<file path="src/rtl/vcd_pkg.sv">
// Shared types, constants and denomination tables of the vending change dispenser.
// No dependencies; every other file of the block refers to this package by scoped names.

package vcd_pkg;

  localparam int TOTAL_BITS_DEF = 24;
  localparam int PRICE_W        = 16;
  localparam int AMOUNT_W       = 16;
  localparam int PRODUCT_W      = 8;
  localparam int DENOM_W        = 14;
  localparam int COUNT_W        = 11;
  localparam int NUM_DENOMS     = 12;
  localparam int DENOM_IDX_W    = 4;
  localparam int CFG_IDX_W      = 2;
  localparam int NOTE_SUM_W     = 23;

  localparam logic [CFG_IDX_W-1:0] REG_PRICE_ONE   = 2'd0;
  localparam logic [CFG_IDX_W-1:0] REG_PRICE_TWO   = 2'd1;
  localparam logic [CFG_IDX_W-1:0] REG_PRICE_THREE = 2'd2;

  localparam logic [PRICE_W-1:0] PRICE_ONE_RST   = 16'd430;
  localparam logic [PRICE_W-1:0] PRICE_TWO_RST   = 16'd270;
  localparam logic [PRICE_W-1:0] PRICE_THREE_RST = 16'd143;

  localparam logic [PRODUCT_W-1:0] PRODUCT_ONE   = 8'd1;
  localparam logic [PRODUCT_W-1:0] PRODUCT_TWO   = 8'd2;
  localparam logic [PRODUCT_W-1:0] PRODUCT_THREE = 8'd3;

  localparam logic CMD_SELECT = 1'b0;
  localparam logic CMD_INSERT = 1'b1;

  localparam logic [COUNT_W-1:0] COUNT_MAX = 11'd2047;
  localparam logic [DENOM_W:0]   TOP_DENOM = 15'd10000;

  typedef enum logic [1:0] {
    STATUS_CHANGE     = 2'd0,
    STATUS_NO_CHANGE  = 2'd1,
    STATUS_SHORT      = 2'd2,
    STATUS_NO_PRODUCT = 2'd3
  } status_t;

  typedef enum logic [1:0] {
    ST_IDLE,
    ST_STATUS,
    ST_DIVIDE,
    ST_WALK
  } state_t;

  typedef struct packed {
    logic accept;
    logic div_step;
    logic walk_step;
    logic emit_status;
    logic emit_change;
  } vcd_cmd_t;

  typedef struct packed {
    logic    settle;
    status_t settle_code;
    logic    div_done;
    logic    slot_free;
    logic    walk_zero;
    logic    walk_last;
  } vcd_stat_t;

  function automatic logic [DENOM_W-1:0] denom_value(input logic [DENOM_IDX_W-1:0] idx);
    logic [DENOM_W-1:0] v;
    unique case (idx)
      4'd0:    v = 14'd10000;
      4'd1:    v = 14'd5000;
      4'd2:    v = 14'd2000;
      4'd3:    v = 14'd1000;
      4'd4:    v = 14'd500;
      4'd5:    v = 14'd200;
      4'd6:    v = 14'd100;
      4'd7:    v = 14'd50;
      4'd8:    v = 14'd25;
      4'd9:    v = 14'd10;
      4'd10:   v = 14'd5;
      default: v = 14'd1;
    endcase
    return v;
  endfunction

  // The six largest denominations are notes, the rest are coins.
  function automatic logic denom_is_note(input logic [DENOM_IDX_W-1:0] idx);
    return (idx < 4'd6);
  endfunction

endpackage

</file>
<file path="src/rtl/vcd_if.sv">
// Valid/ready channel interfaces of the vending change dispenser: request and result.
// Depends on vcd_pkg for field widths.

interface vcd_req_if;
  logic                           valid;
  logic                           ready;
  logic                           cmd;
  logic [vcd_pkg::PRODUCT_W-1:0]  product_number;
  logic                           is_note;
  logic [vcd_pkg::AMOUNT_W-1:0]   amount;

  modport source(output valid, cmd, product_number, is_note, amount, input ready);
  modport sink(input valid, cmd, product_number, is_note, amount, output ready);
endinterface

interface vcd_rsp_if;
  logic                           valid;
  logic                           ready;
  logic [1:0]                     status;
  logic                           change_is_note;
  logic [vcd_pkg::DENOM_W-1:0]    denomination_cents;
  logic [vcd_pkg::COUNT_W-1:0]    item_count;
  logic                           last;

  modport source(output valid, status, change_is_note, denomination_cents, item_count, last,
                 input ready);
  modport sink(input valid, status, change_is_note, denomination_cents, item_count, last,
               output ready);
endinterface

</file>
<file path="src/rtl/vending_change_dispenser_core.sv">
// Vending change dispenser top level: controller, datapath and channel hookup.
// Depends on vcd_pkg, vcd_if, vcd_ctrl and vcd_datapath.
//
// Usage:
//   req carries one item per handshake: a select (cmd 0) sets the price of
//   product 1 to 3 from the price registers, or no product otherwise; an insert
//   (cmd 1) with nonzero amount adds cents, or amount times 100 for notes, to a
//   total that saturates at 2^TOTAL_BITS - 1; an insert of amount 0 settles.
//   rsp carries the results of a settlement: one status result, or one change
//   result per denomination used from 10000 down to 1 cent, the final one with
//   last set. Prices are written through cfg_we / cfg_index / cfg_wdata.
// Timing:
//   Select and insert items are taken at one per cycle. A settlement with a
//   status result waits in ST_STATUS for a free result register, loads the status
//   into it and returns to ST_IDLE for the next item. A settlement with change
//   divides by 10000 through a reciprocal multiplication, quotient then remainder,
//   then walks one denomination per cycle, waiting for a free result register only
//   at used ones; the next item is taken once the last change result is loaded.
// Reset clears selection and total and loads the default prices. When the
//   receiver stalls, the result register holds and the walk waits at the next used denomination.

module vending_change_dispenser_core #(
  parameter int TOTAL_BITS = vcd_pkg::TOTAL_BITS_DEF
) (
  input  logic                          clk,
  input  logic                          rst,
  input  logic                          cfg_we,
  input  logic [vcd_pkg::CFG_IDX_W-1:0] cfg_index,
  input  logic [vcd_pkg::PRICE_W-1:0]   cfg_wdata,
  vcd_req_if.sink                       req,
  vcd_rsp_if.source                     rsp
);

  vcd_pkg::vcd_cmd_t  cmd;
  vcd_pkg::vcd_stat_t stat;

  vcd_ctrl u_ctrl (
    .clk       (clk),
    .rst       (rst),
    .req_valid (req.valid),
    .req_ready (req.ready),
    .cmd       (cmd),
    .stat      (stat)
  );

  vcd_datapath #(
    .TOTAL_BITS (TOTAL_BITS)
  ) u_datapath (
    .clk                    (clk),
    .rst                    (rst),
    .cfg_we                 (cfg_we),
    .cfg_index              (cfg_index),
    .cfg_wdata              (cfg_wdata),
    .req_cmd                (req.cmd),
    .req_product_number     (req.product_number),
    .req_is_note            (req.is_note),
    .req_amount             (req.amount),
    .cmd                    (cmd),
    .stat                   (stat),
    .rsp_ready              (rsp.ready),
    .rsp_valid              (rsp.valid),
    .rsp_status             (rsp.status),
    .rsp_change_is_note     (rsp.change_is_note),
    .rsp_denomination_cents (rsp.denomination_cents),
    .rsp_item_count         (rsp.item_count),
    .rsp_last               (rsp.last)
  );

endmodule

</file>
<file path="src/rtl/vcd_ctrl.sv">
// Controller state machine of the vending change dispenser.
// Depends on vcd_pkg for the state, command and status types.

module vcd_ctrl (
  input  logic               clk,
  input  logic               rst,
  input  logic               req_valid,
  output logic               req_ready,
  output vcd_pkg::vcd_cmd_t  cmd,
  input  vcd_pkg::vcd_stat_t stat
);

  vcd_pkg::state_t state, state_next;

  always_ff @(posedge clk) begin
    if (rst) begin
      state <= vcd_pkg::ST_IDLE;
    end else begin
      state <= state_next;
    end
  end

  always_comb begin
    state_next = state;
    cmd        = '0;
    req_ready  = 1'b0;
    unique case (state)
      vcd_pkg::ST_IDLE: begin
        req_ready = 1'b1;
        if (req_valid) begin
          cmd.accept = 1'b1;
          if (stat.settle) begin
            if (stat.settle_code == vcd_pkg::STATUS_CHANGE) begin
              state_next = vcd_pkg::ST_DIVIDE;
            end else begin
              state_next = vcd_pkg::ST_STATUS;
            end
          end
        end
      end
      vcd_pkg::ST_STATUS: begin
        if (stat.slot_free) begin
          cmd.emit_status = 1'b1;
          state_next      = vcd_pkg::ST_IDLE;
        end
      end
      vcd_pkg::ST_DIVIDE: begin
        cmd.div_step = 1'b1;
        if (stat.div_done) begin
          state_next = vcd_pkg::ST_WALK;
        end
      end
      vcd_pkg::ST_WALK: begin
        // Unused denominations are skipped without waiting for the output slot.
        if (stat.walk_zero) begin
          cmd.walk_step = 1'b1;
        end else if (stat.slot_free) begin
          cmd.walk_step   = 1'b1;
          cmd.emit_change = 1'b1;
          if (stat.walk_last) begin
            state_next = vcd_pkg::ST_IDLE;
          end
        end
      end
    endcase
  end

endmodule

</file>
<file path="src/rtl/vcd_datapath.sv">
// Datapath of the vending change dispenser: price registers, running total,
// division by the largest note through a reciprocal multiplication, denomination walk
// and result register. Depends on vcd_pkg.

module vcd_datapath #(
  parameter int TOTAL_BITS = vcd_pkg::TOTAL_BITS_DEF
) (
  input  logic                              clk,
  input  logic                              rst,
  input  logic                              cfg_we,
  input  logic [vcd_pkg::CFG_IDX_W-1:0]     cfg_index,
  input  logic [vcd_pkg::PRICE_W-1:0]       cfg_wdata,
  input  logic                              req_cmd,
  input  logic [vcd_pkg::PRODUCT_W-1:0]     req_product_number,
  input  logic                              req_is_note,
  input  logic [vcd_pkg::AMOUNT_W-1:0]      req_amount,
  input  vcd_pkg::vcd_cmd_t                 cmd,
  output vcd_pkg::vcd_stat_t                stat,
  input  logic                              rsp_ready,
  output logic                              rsp_valid,
  output logic [1:0]                        rsp_status,
  output logic                              rsp_change_is_note,
  output logic [vcd_pkg::DENOM_W-1:0]       rsp_denomination_cents,
  output logic [vcd_pkg::COUNT_W-1:0]       rsp_item_count,
  output logic                              rsp_last
);

  // 2^13 < 10000, so the quotient by the largest note fits in TOTAL_BITS - 13 bits.
  localparam int QW     = TOTAL_BITS - 13;
  localparam int SUM_W  = ((TOTAL_BITS > vcd_pkg::NOTE_SUM_W) ? TOTAL_BITS
                                                              : vcd_pkg::NOTE_SUM_W) + 1;
  localparam logic [TOTAL_BITS-1:0] TOTAL_MAX = {TOTAL_BITS{1'b1}};
  // 10000 is 16 times 625: the change is shifted right by four and multiplied by
  // the rounded-up reciprocal 2^38 / 625, which is exact for dividends below 2^28.
  localparam int TW          = TOTAL_BITS - 4;
  localparam int RECIP_SHIFT = 38;
  localparam int PROD_W      = TW + 29;
  localparam logic [28:0] RECIP_625 = 29'd439804652;

  logic [vcd_pkg::PRICE_W-1:0]    price_one, price_two, price_three;
  logic [vcd_pkg::PRICE_W-1:0]    selected_price;
  logic [TOTAL_BITS-1:0]          total;

  logic [vcd_pkg::PRICE_W-1:0]    price_sel;
  logic [vcd_pkg::NOTE_SUM_W-1:0] note_value;
  logic [vcd_pkg::NOTE_SUM_W-1:0] add_value;
  logic [SUM_W-1:0]               sum;
  logic [TOTAL_BITS-1:0]          total_sat;
  logic [TOTAL_BITS-1:0]          price_ext;
  logic [TOTAL_BITS-1:0]          change;
  vcd_pkg::status_t               settle_code;

  vcd_pkg::status_t               settle_status;
  logic [TOTAL_BITS-1:0]          owed;
  logic [vcd_pkg::DENOM_W-1:0]    rem;
  logic [QW-1:0]                  quo;
  logic                           div_phase;
  logic [vcd_pkg::DENOM_IDX_W-1:0] idx;

  logic [PROD_W-1:0]              recip_prod;
  logic [TOTAL_BITS-1:0]          quo_scaled;
  logic [TOTAL_BITS-1:0]          div_rem;
  logic [31:0]                    quo_ext;
  logic [vcd_pkg::COUNT_W-1:0]    quo_sat;

  logic [vcd_pkg::DENOM_W-1:0]    dval;
  logic [15:0]                    m1, m2, m3, m4, rem16;
  logic [vcd_pkg::COUNT_W-1:0]    walk_count;
  logic [vcd_pkg::DENOM_W-1:0]    walk_rem;
  logic [15:0]                    walk_sub;

  // ---------------- item handling ----------------
  always_comb begin
    priority if (req_product_number == vcd_pkg::PRODUCT_ONE) begin
      price_sel = price_one;
    end else if (req_product_number == vcd_pkg::PRODUCT_TWO) begin
      price_sel = price_two;
    end else if (req_product_number == vcd_pkg::PRODUCT_THREE) begin
      price_sel = price_three;
    end else begin
      price_sel = '0;
    end
  end

  // amount * 100 as 64 + 32 + 4 times amount.
  assign note_value = vcd_pkg::NOTE_SUM_W'({req_amount, 6'b0})
                    + vcd_pkg::NOTE_SUM_W'({req_amount, 5'b0})
                    + vcd_pkg::NOTE_SUM_W'({req_amount, 2'b0});
  assign add_value  = req_is_note ? note_value : vcd_pkg::NOTE_SUM_W'(req_amount);
  assign sum        = SUM_W'(total) + SUM_W'(add_value);
  assign total_sat  = (sum > SUM_W'(TOTAL_MAX)) ? TOTAL_MAX : sum[TOTAL_BITS-1:0];

  assign price_ext  = TOTAL_BITS'(selected_price);
  assign change     = total - price_ext;

  always_comb begin
    priority if (selected_price == '0) begin
      settle_code = vcd_pkg::STATUS_NO_PRODUCT;
    end else if (total < price_ext) begin
      settle_code = vcd_pkg::STATUS_SHORT;
    end else if (total == price_ext) begin
      settle_code = vcd_pkg::STATUS_NO_CHANGE;
    end else begin
      settle_code = vcd_pkg::STATUS_CHANGE;
    end
  end

  always_ff @(posedge clk) begin
    if (rst) begin
      price_one      <= vcd_pkg::PRICE_ONE_RST;
      price_two      <= vcd_pkg::PRICE_TWO_RST;
      price_three    <= vcd_pkg::PRICE_THREE_RST;
      selected_price <= '0;
      total          <= '0;
    end else begin
      if (cfg_we) begin
        if (cfg_index == vcd_pkg::REG_PRICE_ONE) begin
          price_one <= cfg_wdata;
        end
        if (cfg_index == vcd_pkg::REG_PRICE_TWO) begin
          price_two <= cfg_wdata;
        end
        if (cfg_index == vcd_pkg::REG_PRICE_THREE) begin
          price_three <= cfg_wdata;
        end
      end
      if (cmd.accept) begin
        if (req_cmd == vcd_pkg::CMD_SELECT) begin
          selected_price <= price_sel;
        end else if (req_amount != '0) begin
          total <= total_sat;
        end else begin
          selected_price <= '0;
          total          <= '0;
        end
      end
    end
  end

  // ---------------- division by the largest note, quotient then remainder ----------------
  assign recip_prod = PROD_W'(owed[TOTAL_BITS-1:4]) * PROD_W'(RECIP_625);
  assign quo_scaled = TOTAL_BITS'(quo) * TOTAL_BITS'(vcd_pkg::TOP_DENOM);
  assign div_rem    = owed - quo_scaled;
  assign quo_ext    = 32'(quo);
  assign quo_sat    = (quo_ext > 32'(vcd_pkg::COUNT_MAX)) ? vcd_pkg::COUNT_MAX
                                                           : quo_ext[vcd_pkg::COUNT_W-1:0];

  // ---------------- denomination walk ----------------
  // Below the largest note the remainder never reaches five times the next
  // denomination, so the count is found from four compares.
  assign dval  = vcd_pkg::denom_value(idx);
  assign m1    = 16'(dval);
  assign m2    = {m1[14:0], 1'b0};
  assign m3    = m2 + m1;
  assign m4    = {m1[13:0], 2'b0};
  assign rem16 = 16'(rem);

  always_comb begin
    walk_sub = '0;
    if (idx == '0) begin
      walk_count = quo_sat;
    end else if (rem16 >= m4) begin
      walk_count = 11'd4;
      walk_sub   = m4;
    end else if (rem16 >= m3) begin
      walk_count = 11'd3;
      walk_sub   = m3;
    end else if (rem16 >= m2) begin
      walk_count = 11'd2;
      walk_sub   = m2;
    end else if (rem16 >= m1) begin
      walk_count = 11'd1;
      walk_sub   = m1;
    end else begin
      walk_count = '0;
    end
  end

  assign walk_rem = rem - walk_sub[vcd_pkg::DENOM_W-1:0];

  always_ff @(posedge clk) begin
    if (cmd.accept && stat.settle) begin
      settle_status <= settle_code;
      owed          <= change;
      rem           <= '0;
      quo           <= '0;
      div_phase     <= 1'b0;
      idx           <= '0;
    end else if (cmd.div_step) begin
      if (!div_phase) begin
        quo <= recip_prod[PROD_W-1:RECIP_SHIFT];
      end else begin
        rem <= div_rem[vcd_pkg::DENOM_W-1:0];
      end
      div_phase <= !div_phase;
    end else if (cmd.walk_step) begin
      idx <= idx + 1'b1;
      rem <= walk_rem;
    end
  end

  // ---------------- result register ----------------
  always_ff @(posedge clk) begin
    if (rst) begin
      rsp_valid <= 1'b0;
    end else if (cmd.emit_status || cmd.emit_change) begin
      rsp_valid <= 1'b1;
    end else if (rsp_ready) begin
      rsp_valid <= 1'b0;
    end
  end

  always_ff @(posedge clk) begin
    if (cmd.emit_status) begin
      rsp_status             <= settle_status;
      rsp_change_is_note     <= 1'b0;
      rsp_denomination_cents <= '0;
      rsp_item_count         <= '0;
      rsp_last               <= 1'b1;
    end else if (cmd.emit_change) begin
      rsp_status             <= vcd_pkg::STATUS_CHANGE;
      rsp_change_is_note     <= vcd_pkg::denom_is_note(idx);
      rsp_denomination_cents <= dval;
      rsp_item_count         <= walk_count;
      rsp_last               <= (walk_rem == '0);
    end
  end

  // Once the remainder is zero every later count is zero, so this result is the last.
  assign stat.settle      = (req_cmd == vcd_pkg::CMD_INSERT) && (req_amount == '0);
  assign stat.settle_code = settle_code;
  assign stat.div_done    = div_phase;
  assign stat.slot_free   = !rsp_valid || rsp_ready;
  assign stat.walk_zero   = (walk_count == '0);
  assign stat.walk_last   = (walk_rem == '0);

endmodule

</file>
<file path="src/flat_wrapper.sv">
// flat-port wrapper written by rule: the top's interface ports become plain ports
module vending_change_dispenser_core_flat 
#(
  parameter int TOTAL_BITS = vcd_pkg::TOTAL_BITS_DEF
)
  (clk, rst, cfg_we, cfg_index, cfg_wdata, req_valid, req_cmd, req_product_number, req_is_note, req_amount, req_ready, rsp_valid, rsp_status, rsp_change_is_note, rsp_denomination_cents, rsp_item_count, rsp_last, rsp_ready);
  vcd_req_if req_i ();
  vcd_rsp_if rsp_i ();
  input  logic clk;
  input  logic rst;
  input  logic cfg_we;
  input  logic [vcd_pkg::CFG_IDX_W-1:0] cfg_index;
  input  logic [vcd_pkg::PRICE_W-1:0] cfg_wdata;
  input wire logic [$bits(req_i.valid)-1:0] req_valid;
  input wire logic [$bits(req_i.cmd)-1:0] req_cmd;
  input wire logic [$bits(req_i.product_number)-1:0] req_product_number;
  input wire logic [$bits(req_i.is_note)-1:0] req_is_note;
  input wire logic [$bits(req_i.amount)-1:0] req_amount;
  output wire logic [$bits(req_i.ready)-1:0] req_ready;
  output wire logic [$bits(rsp_i.valid)-1:0] rsp_valid;
  output wire logic [$bits(rsp_i.status)-1:0] rsp_status;
  output wire logic [$bits(rsp_i.change_is_note)-1:0] rsp_change_is_note;
  output wire logic [$bits(rsp_i.denomination_cents)-1:0] rsp_denomination_cents;
  output wire logic [$bits(rsp_i.item_count)-1:0] rsp_item_count;
  output wire logic [$bits(rsp_i.last)-1:0] rsp_last;
  input wire logic [$bits(rsp_i.ready)-1:0] rsp_ready;
  assign req_i.valid = req_valid;
  assign req_i.cmd = req_cmd;
  assign req_i.product_number = req_product_number;
  assign req_i.is_note = req_is_note;
  assign req_i.amount = req_amount;
  assign req_ready = req_i.ready;
  assign rsp_valid = rsp_i.valid;
  assign rsp_status = rsp_i.status;
  assign rsp_change_is_note = rsp_i.change_is_note;
  assign rsp_denomination_cents = rsp_i.denomination_cents;
  assign rsp_item_count = rsp_i.item_count;
  assign rsp_last = rsp_i.last;
  assign rsp_i.ready = rsp_ready;
  vending_change_dispenser_core #(.TOTAL_BITS(TOTAL_BITS)) u_core (.clk(clk), .rst(rst), .cfg_we(cfg_we), .cfg_index(cfg_index), .cfg_wdata(cfg_wdata), .req(req_i), .rsp(rsp_i));
endmodule
</file>
<file path="config.mk">
export PLATFORM = sky130hd
export DESIGN_NAME = vending_change_dispenser_core_flat
export DESIGN_NICKNAME = d
export VERILOG_FILES = /design/src/rtl/vcd_pkg.sv /design/src/rtl/vcd_if.sv /design/src/rtl/vending_change_dispenser_core.sv /design/src/rtl/vcd_ctrl.sv /design/src/rtl/vcd_datapath.sv /design/src/flat_wrapper.sv
export SDC_FILE = /design/constraint.sdc
export NUM_CORES = 1
export LEC_CHECK = 0
export ABC_AREA = 1
export ABC_CLOCK_PERIOD_IN_PS = 6800
export BUFFER_PORTS_ARGS = -buffer_cell sky130_fd_sc_hd__clkbuf_2
export CAP_MARGIN = 25
export CORE_MARGIN = 2
export CORE_UTILIZATION = 51
export DETAILED_ROUTE_END_ITERATION = 10
export HOLD_SLACK_MARGIN = 0.02
export PLACE_DENSITY = 0.7
export RECOVER_POWER = 50
export SYNTH_ARGS = -nofsm -noshare
export SYNTH_HDL_FRONTEND = slang
export SYNTH_SLANG_ARGS = --single-unit
</file>
<file path="constraint.sdc">
create_clock -name clk -period 6.8 [get_ports clk]
set_clock_uncertainty 0.2 [all_clocks]
set_input_delay 1.36 -clock clk [delete_from_list [all_inputs] [get_ports clk]]
set_output_delay 1.36 -clock clk [all_outputs]
set_load 0.02 [all_outputs]
</file>
==> results.json, run 1 <==
{
  "grt_pass1_wl_microns": 105000,
  "crit_fanout": 7,
  "min_period_ns": 6.51,
  "clock.fmax_mhz": 154,
  "worstSetupStartpointType": "register",
  "viasPerCell": 5.48,
  "top_usage_layer": "met2",
  "cts_root_buf": "clkbuf_16",
  "tightest_slew_ns": 2.93,
  "cp_common_cell": "fa_1",
  "use_met1_pct": 36.4,
  "yosysSeqAreaShare_pct": 17.1,
  "via_count": 20004,
  "violations": "max-capacitance violations, max-slew violations",
  "cpPeakStageDelay_ns": 0.58,
  "syn_avg_cell_area_sq_um": 8.09,
  "final_hold_viol_count": 0,
  "setup_viol": 0,
  "grt_pass1_vias": 20285,
  "netlist_area_sq_mm": 0.0236,
  "leakage_nw": 13.0,
  "synthTopCellsByCount": "561 x inv_1, 418 x nand2_1, 394 x ha_1",
  "netlist_top_cells_area": "ha_1 21%, fa_1 21%, dfxtp_1 14%",
  "irDropWorstVdd_mv": 0.131,
  "dieArea_sq_mm": 0.0481,
  "worstSetupEndpointType": "register",
  "clk_pin_slew_ns": 0.08,
  "htree_levels": 4,
  "grt.overflow.total": 0,
  "total_power_mw": 2.92,
  "avgRoutedWirePerCell_microns": 18.0,
  "final.setup.tns_ns": 0,
  "min_path_type": "register to register",
  "antenna_found_initial": 0,
  "cts_tree": "built",
  "synthArstFlopShare_pct": 0,
  "yosys.area.top_type": "ha_1",
  "diodes": 0,
  "fp.dieH_microns": 219,
  "fin_ws_ns": 0.294,
  "final_util_pct": 56.8,
  "ant_nets": 0,
  "wirelength_microns": 65700,
  "critical_path_class": "register to register",
  "clockBufferDepth": 2,
  "status": "finished, violations left",
  "post-synth-top-area-fraction_pct": 20.9,
  "cp.required_ns": 7.02,
  "nFillCells": 4236,
  "area_delta_synth_final_pct": 9.48,
  "crit_family": "adder cells",
  "netlist_instances": 2921,
  "num_io_pins": 80,
  "num_rows": 78,
  "drt_iter0_markers": 1344,
  "synth.distinct_cells": 58,
  "ys_ff_latch": 188,
  "port_buffers": 78,
  "drc": 0,
  "yosysMostFrequentCell": "inv_1",
  "grt_use_met2_pct": 49.3,
  "max_cap_violations": 3,
  "grt_max_degree": 49,
  "slew_headroom_pct": -97.1,
  "power_density_mw_per_mm2": 113,
  "dr.pass1.iters": 6,
  "ys.flop_type": "dfxtp_1",
  "whs_ns": 0.256,
  "critPathArrivalTime_ns": 6.72,
  "start_util_pct": 51.8,
  "cts_sinks": 188,
  "clk_latency_ns": 0.48,
  "drv_slew": 109,
  "globalplace.congestion": 0.944,
  "period_share_pct": 95.7,
  "holdBufCountCts": 0,
  "fp.coreArea_sq_mm": 0.0456,
  "nets": 3723,
  "drive_above_1_share_pct": 7.34,
  "grtUsageMet3_pct": 4.27,
  "numCtsBuffers": 17,
  "die_w_microns": 219,
  "worst-path-buf-inv": 4,
  "track_usage_pct": 28.2,
  "syn_nets": 3606,
  "pre_cts_slack_ns": 0.0474,
  "dp_hpwl_microns": 55500,
  "synth-edff-count": 28,
  "synth_warnings": 0,
  "cpMaxStageDelayCell": "fa_1"
}
-- power by group --
part           internal [mW]  switching [mW]  leakage (nW)
registers               1.18          0.0276          1.56
clock network          0.511           0.516         0.288
logic                  0.240           0.441          11.1
-- cells by family (layout without fill, tap and decap cells) --
family / Yosys count / count (layout) / synth area share (%)
AO/OA/AOI/OAI: 597 / 597 / 14.1
XOR/XNOR: 81 / 81 / 3.00
adder cells (fa/ha/maj): 636 / 636 / 41.4
buffers and inverters: 623 / 753 / 9.99
flip-flops: 188 / 188 / 17.1
multiplexers: 1 / 1 / 0.0424
other: 1 / 1 / 0.0159
AND/OR/NAND/NOR: 794 / 794 / 14.3
-- layout by cell type, fill, tap and decap left out, types with 35 or more instances in the layout --
master / count
buf_4: 69
xor2_1: 52
ha_1: 386
dfxtp_1: 160
nor2_1: 173
inv_1: 559
nand2_1: 412
o211ai_1: 35
nand3_1: 96
o21ai_0: 188
clkbuf_2: 46
fa_1: 241
a21oi_1: 250
-- routing by layer --
metal,vias to the layer above,routed length [microns]
li1,9798,-
met1,9608,28800
met2,516,32100
met3,82,3340
met4,0,1420
met5,-,0
-- what timing repair did --
| action | 4_1_cts | 5_1_grt |
|---|---|---|
| setup endpoints to repair | 0 | 11 |
| setup buffers | 0 | 16 |
| gates resized for setup | 0 | 39 |
-- metrics by stage --
| stage | std cells | instance area, sq um |
|---|---|---|
| floorplan | 2921 | 23600 |
| global placement | 3603 | 25000 |
| detailed placement | 3603 | 25000 |
| CTS | 3635 | 25600 |
| global route | 3651 | 25900 |
| finish | 3651 | 25900 |
-- worst min-delay path, cell delays in order, from the launching register on --
cell and delay, ns:
dfxtp_1 0.30, inv_1 0.06, a21oi_1 0.05
-- cell type report --
cell class	instances	area, sq um	area share (%)
clock inverters	13	149	0.576
inverters	571	2150	8.30
multi-input cells	2110	17400	67.4
repair buffers	150	895	3.46
well taps	600	751	2.90
flip-flops and latches	188	4040	15.6
clock buffers	19	453	1.75
-- state kept, by name, summed over array words and instances (netlist names) --
register,flops
u_core.u_datapath.rem,14
u_core.u_datapath.rsp_status,2
u_core.u_datapath.settle_status,2
u_core.u_datapath.rsp_last,1
u_core.u_datapath.rsp_valid,1
u_core.u_datapath.owed,24
u_core.u_datapath.price_one,16
u_core.u_datapath.rsp_denomination_cents,13
u_core.u_ctrl.state,2
u_core.u_datapath.rsp_item_count,11
u_core.u_datapath.quo,11
u_core.u_datapath.dval,13
u_core.u_datapath.rsp_change_is_note,1
u_core.u_datapath.price_two,16
u_core.u_datapath.price_three,16
u_core.u_datapath.div_phase,1
u_core.u_datapath.total,24
u_core.u_datapath.idx,4
u_core.u_datapath.selected_price,16
-- worst paths after layout --
check / from / endpoint / slack, ns / cells past startpoint
worst max-delay path: u_core.u_datapath.owed[17] / u_core.u_datapath.quo[10] / 0.29 / 25
worst min-delay path: u_core.u_datapath.price_three[11] / u_core.u_datapath.price_three[11] / 0.26 / 2
worst max register to register: u_core.u_datapath.owed[17] / u_core.u_datapath.quo[10] / 0.29 / 25
worst min register to register: u_core.u_datapath.price_three[11] / u_core.u_datapath.price_three[11] / 0.26 / 2
Note: power is estimated with default switching activity, not from simulation.
==> run 2: changes to the inputs <==
--- a/config.mk
+++ b/config.mk
@@ -9,7 +9,6 @@
 export ABC_CLOCK_PERIOD_IN_PS = 6800
 export BUFFER_PORTS_ARGS = -buffer_cell sky130_fd_sc_hd__clkbuf_2
 export CAP_MARGIN = 25
-export CORE_MARGIN = 2
 export CORE_UTILIZATION = 51
 export DETAILED_ROUTE_END_ITERATION = 10
 export HOLD_SLACK_MARGIN = 0.02
==> results.json, run 2 (synthesis gave the netlist of run 1 again) <==
{
  "period_share_pct": 97.3,
  "layout_common_cells": "560 x inv_1, 417 x nand2_1, 393 x ha_1",
  "cp_common_cell": "fa_1",
  "cpMaxStageDelayCell": "fa_1",
  "drc": 0,
  "grt.overflow.total": 0,
  "final_common_cell": "inv_1",
  "num_rows": 78,
  "critical_path_class": "register to register",
  "htree_levels": 4,
  "fin_ws_ns": 0.183,
  "irDropWorstVdd_mv": 0.164,
  "setup_viol": 0,
  "dieArea_sq_mm": 0.0472,
  "tightest_slew_ns": 2.43,
  "slew_headroom_pct": -62.3,
  "num_io_pins": 80,
  "power_density_mw_per_mm2": 114,
  "grt_max_degree": 49,
  "port_buffers": 78,
  "avgRoutedWirePerCell_microns": 17.8,
  "cp.required_ns": 7.03,
  "dr.pass1.iters": 5,
  "globalplace.congestion": 0.967,
  "via_count": 20075,
  "final_util_pct": 56.3,
  "min_period_ns": 6.62,
  "clockBufferDepth": 2,
  "final_hold_viol_count": 0,
  "track_usage_pct": 28.6,
  "pre_cts_slack_ns": 0.00924,
  "max_cap_violations": 3,
  "area_delta_synth_final_pct": 8.61,
  "diodes": 0,
  "dp_hpwl_microns": 55100,
  "min_path_type": "register to register",
  "fp.dieH_microns": 217,
  "cpPeakStageDelay_ns": 0.58,
  "violations": "max-capacitance violations, max-slew violations",
  "clock.fmax_mhz": 151,
  "viasPerCell": 5.51,
  "wirelength_microns": 65000,
  "cts_sinks": 188,
  "critPathArrivalTime_ns": 6.85,
  "cts_tree": "built",
  "drv_slew": 132,
  "holdBufCountCts": 0,
  "reg_top3": "u_core.u_datapath.owed x24, u_core.u_datapath.total x24",
  "die_w_microns": 217,
  "drt_iter0_markers": 1448,
  "drive_above_1_share_pct": 6.41,
  "ant_nets": 0,
  "rsz0062_at_grt": "true",
  "whs_ns": 0.252,
  "worstSetupStartpointType": "register",
  "crit_fanout": 5,
  "nFillCells": 4271,
  "status": "finished, violations left",
  "nets": 3713,
  "clk_latency_ns": 0.48,
  "antenna_found_initial": 2,
  "cts_root_buf": "clkbuf_16",
  "grt_pass1_wl_microns": 105000,
  "start_util_pct": 51.8,
  "worstSetupEndpointType": "register",
  "clk_pin_slew_ns": 0.08,
  "fp.coreArea_sq_mm": 0.0456,
  "multi_input_area_sq_mm": 0.0173,
  "area.sequential_sq_mm": 0.00404,
  "leakage_nw": 12.9,
  "grt_pass1_vias": 20250,
  "numCtsBuffers": 17
}
[run 2: cell types whose count changed in the layout (fill, tap and decap cells not counted), sizes merged]
cell	previous run	this run
buf	71	59
clkbuf	98	100
clkinv	7	8
inv	574	573
[run 2: stage by stage]
step	area [sq um]	std cells	setup TNS, ns	power (mW)
after floorplan	23600	2921	0	1.70
after global placement	25000	3605	0	1.91
after detailed placement	25000	3606	0	1.92
after CTS	25600	3638	0	2.96
after global routing	25700	3641	-0.161	3.08
final	25700	3641	0	2.94
[run 2: final timing paths]
kind                                                        from                          endpoint  slack, ns  depth (start not counted)
worst min-delay path            u_core.u_datapath.price_three[4]  u_core.u_datapath.price_three[4]       0.25                          2
worst max register to register        u_core.u_datapath.owed[20]         u_core.u_datapath.quo[10]       0.18                         29
worst max-delay path                  u_core.u_datapath.owed[20]         u_core.u_datapath.quo[10]       0.18                         29
worst min register to register  u_core.u_datapath.price_three[4]  u_core.u_datapath.price_three[4]       0.25                          2
[run 2: worst max-delay path: cells and delay by family, from the launching register on]
| kind | cells | cell delay, ns |
|---|---|---|
| and+or+nand+nor | 9 | 0.93 |
| adders and majority gates | 8 | 3.67 |
| DFF | 1 | 0.42 |
| AOI/OAI and AO/OA | 4 | 0.57 |
| buffers and inverters | 8 | 0.74 |
[run 2: final cells by class]
type	instances	share of cell area, %
Clock buffer	19	1.81
Clock inverter	13	0.570
Inverter	571	8.37
Multi-Input combinational cell	2110	67.4
Sequential cell	188	15.8
Tap cell	600	2.93
Timing Repair Buffer	140	3.15
[run 2: report_power, final]
part           internal [mW]  switching, mW
combinational          0.241          0.447
clock                  0.521          0.521
sequential              1.18         0.0276
total                   1.94          0.995
[run 2: what timing repair did]
action | in CTS | in global routing
hold endpoints to repair | 0 | 0
setup endpoints to repair | 1 | 9
buffers inserted | 0 | 3
pin swaps | 0 | 2
gates resized for setup | 1 | 13
[run 2: metal layers]
| layer | vias up | GRT usage (%) | wire, microns |
|---|---|---|---|
| met5 | - | 0 | 15 |
| li1 | 9783 | - | - |
| met1 | 9647 | 37.5 | 28700 |
| met4 | 2 | 10.2 | 1950 |
| met3 | 106 | 4.30 | 3550 |
| met2 | 537 | 47.9 | 30800 |
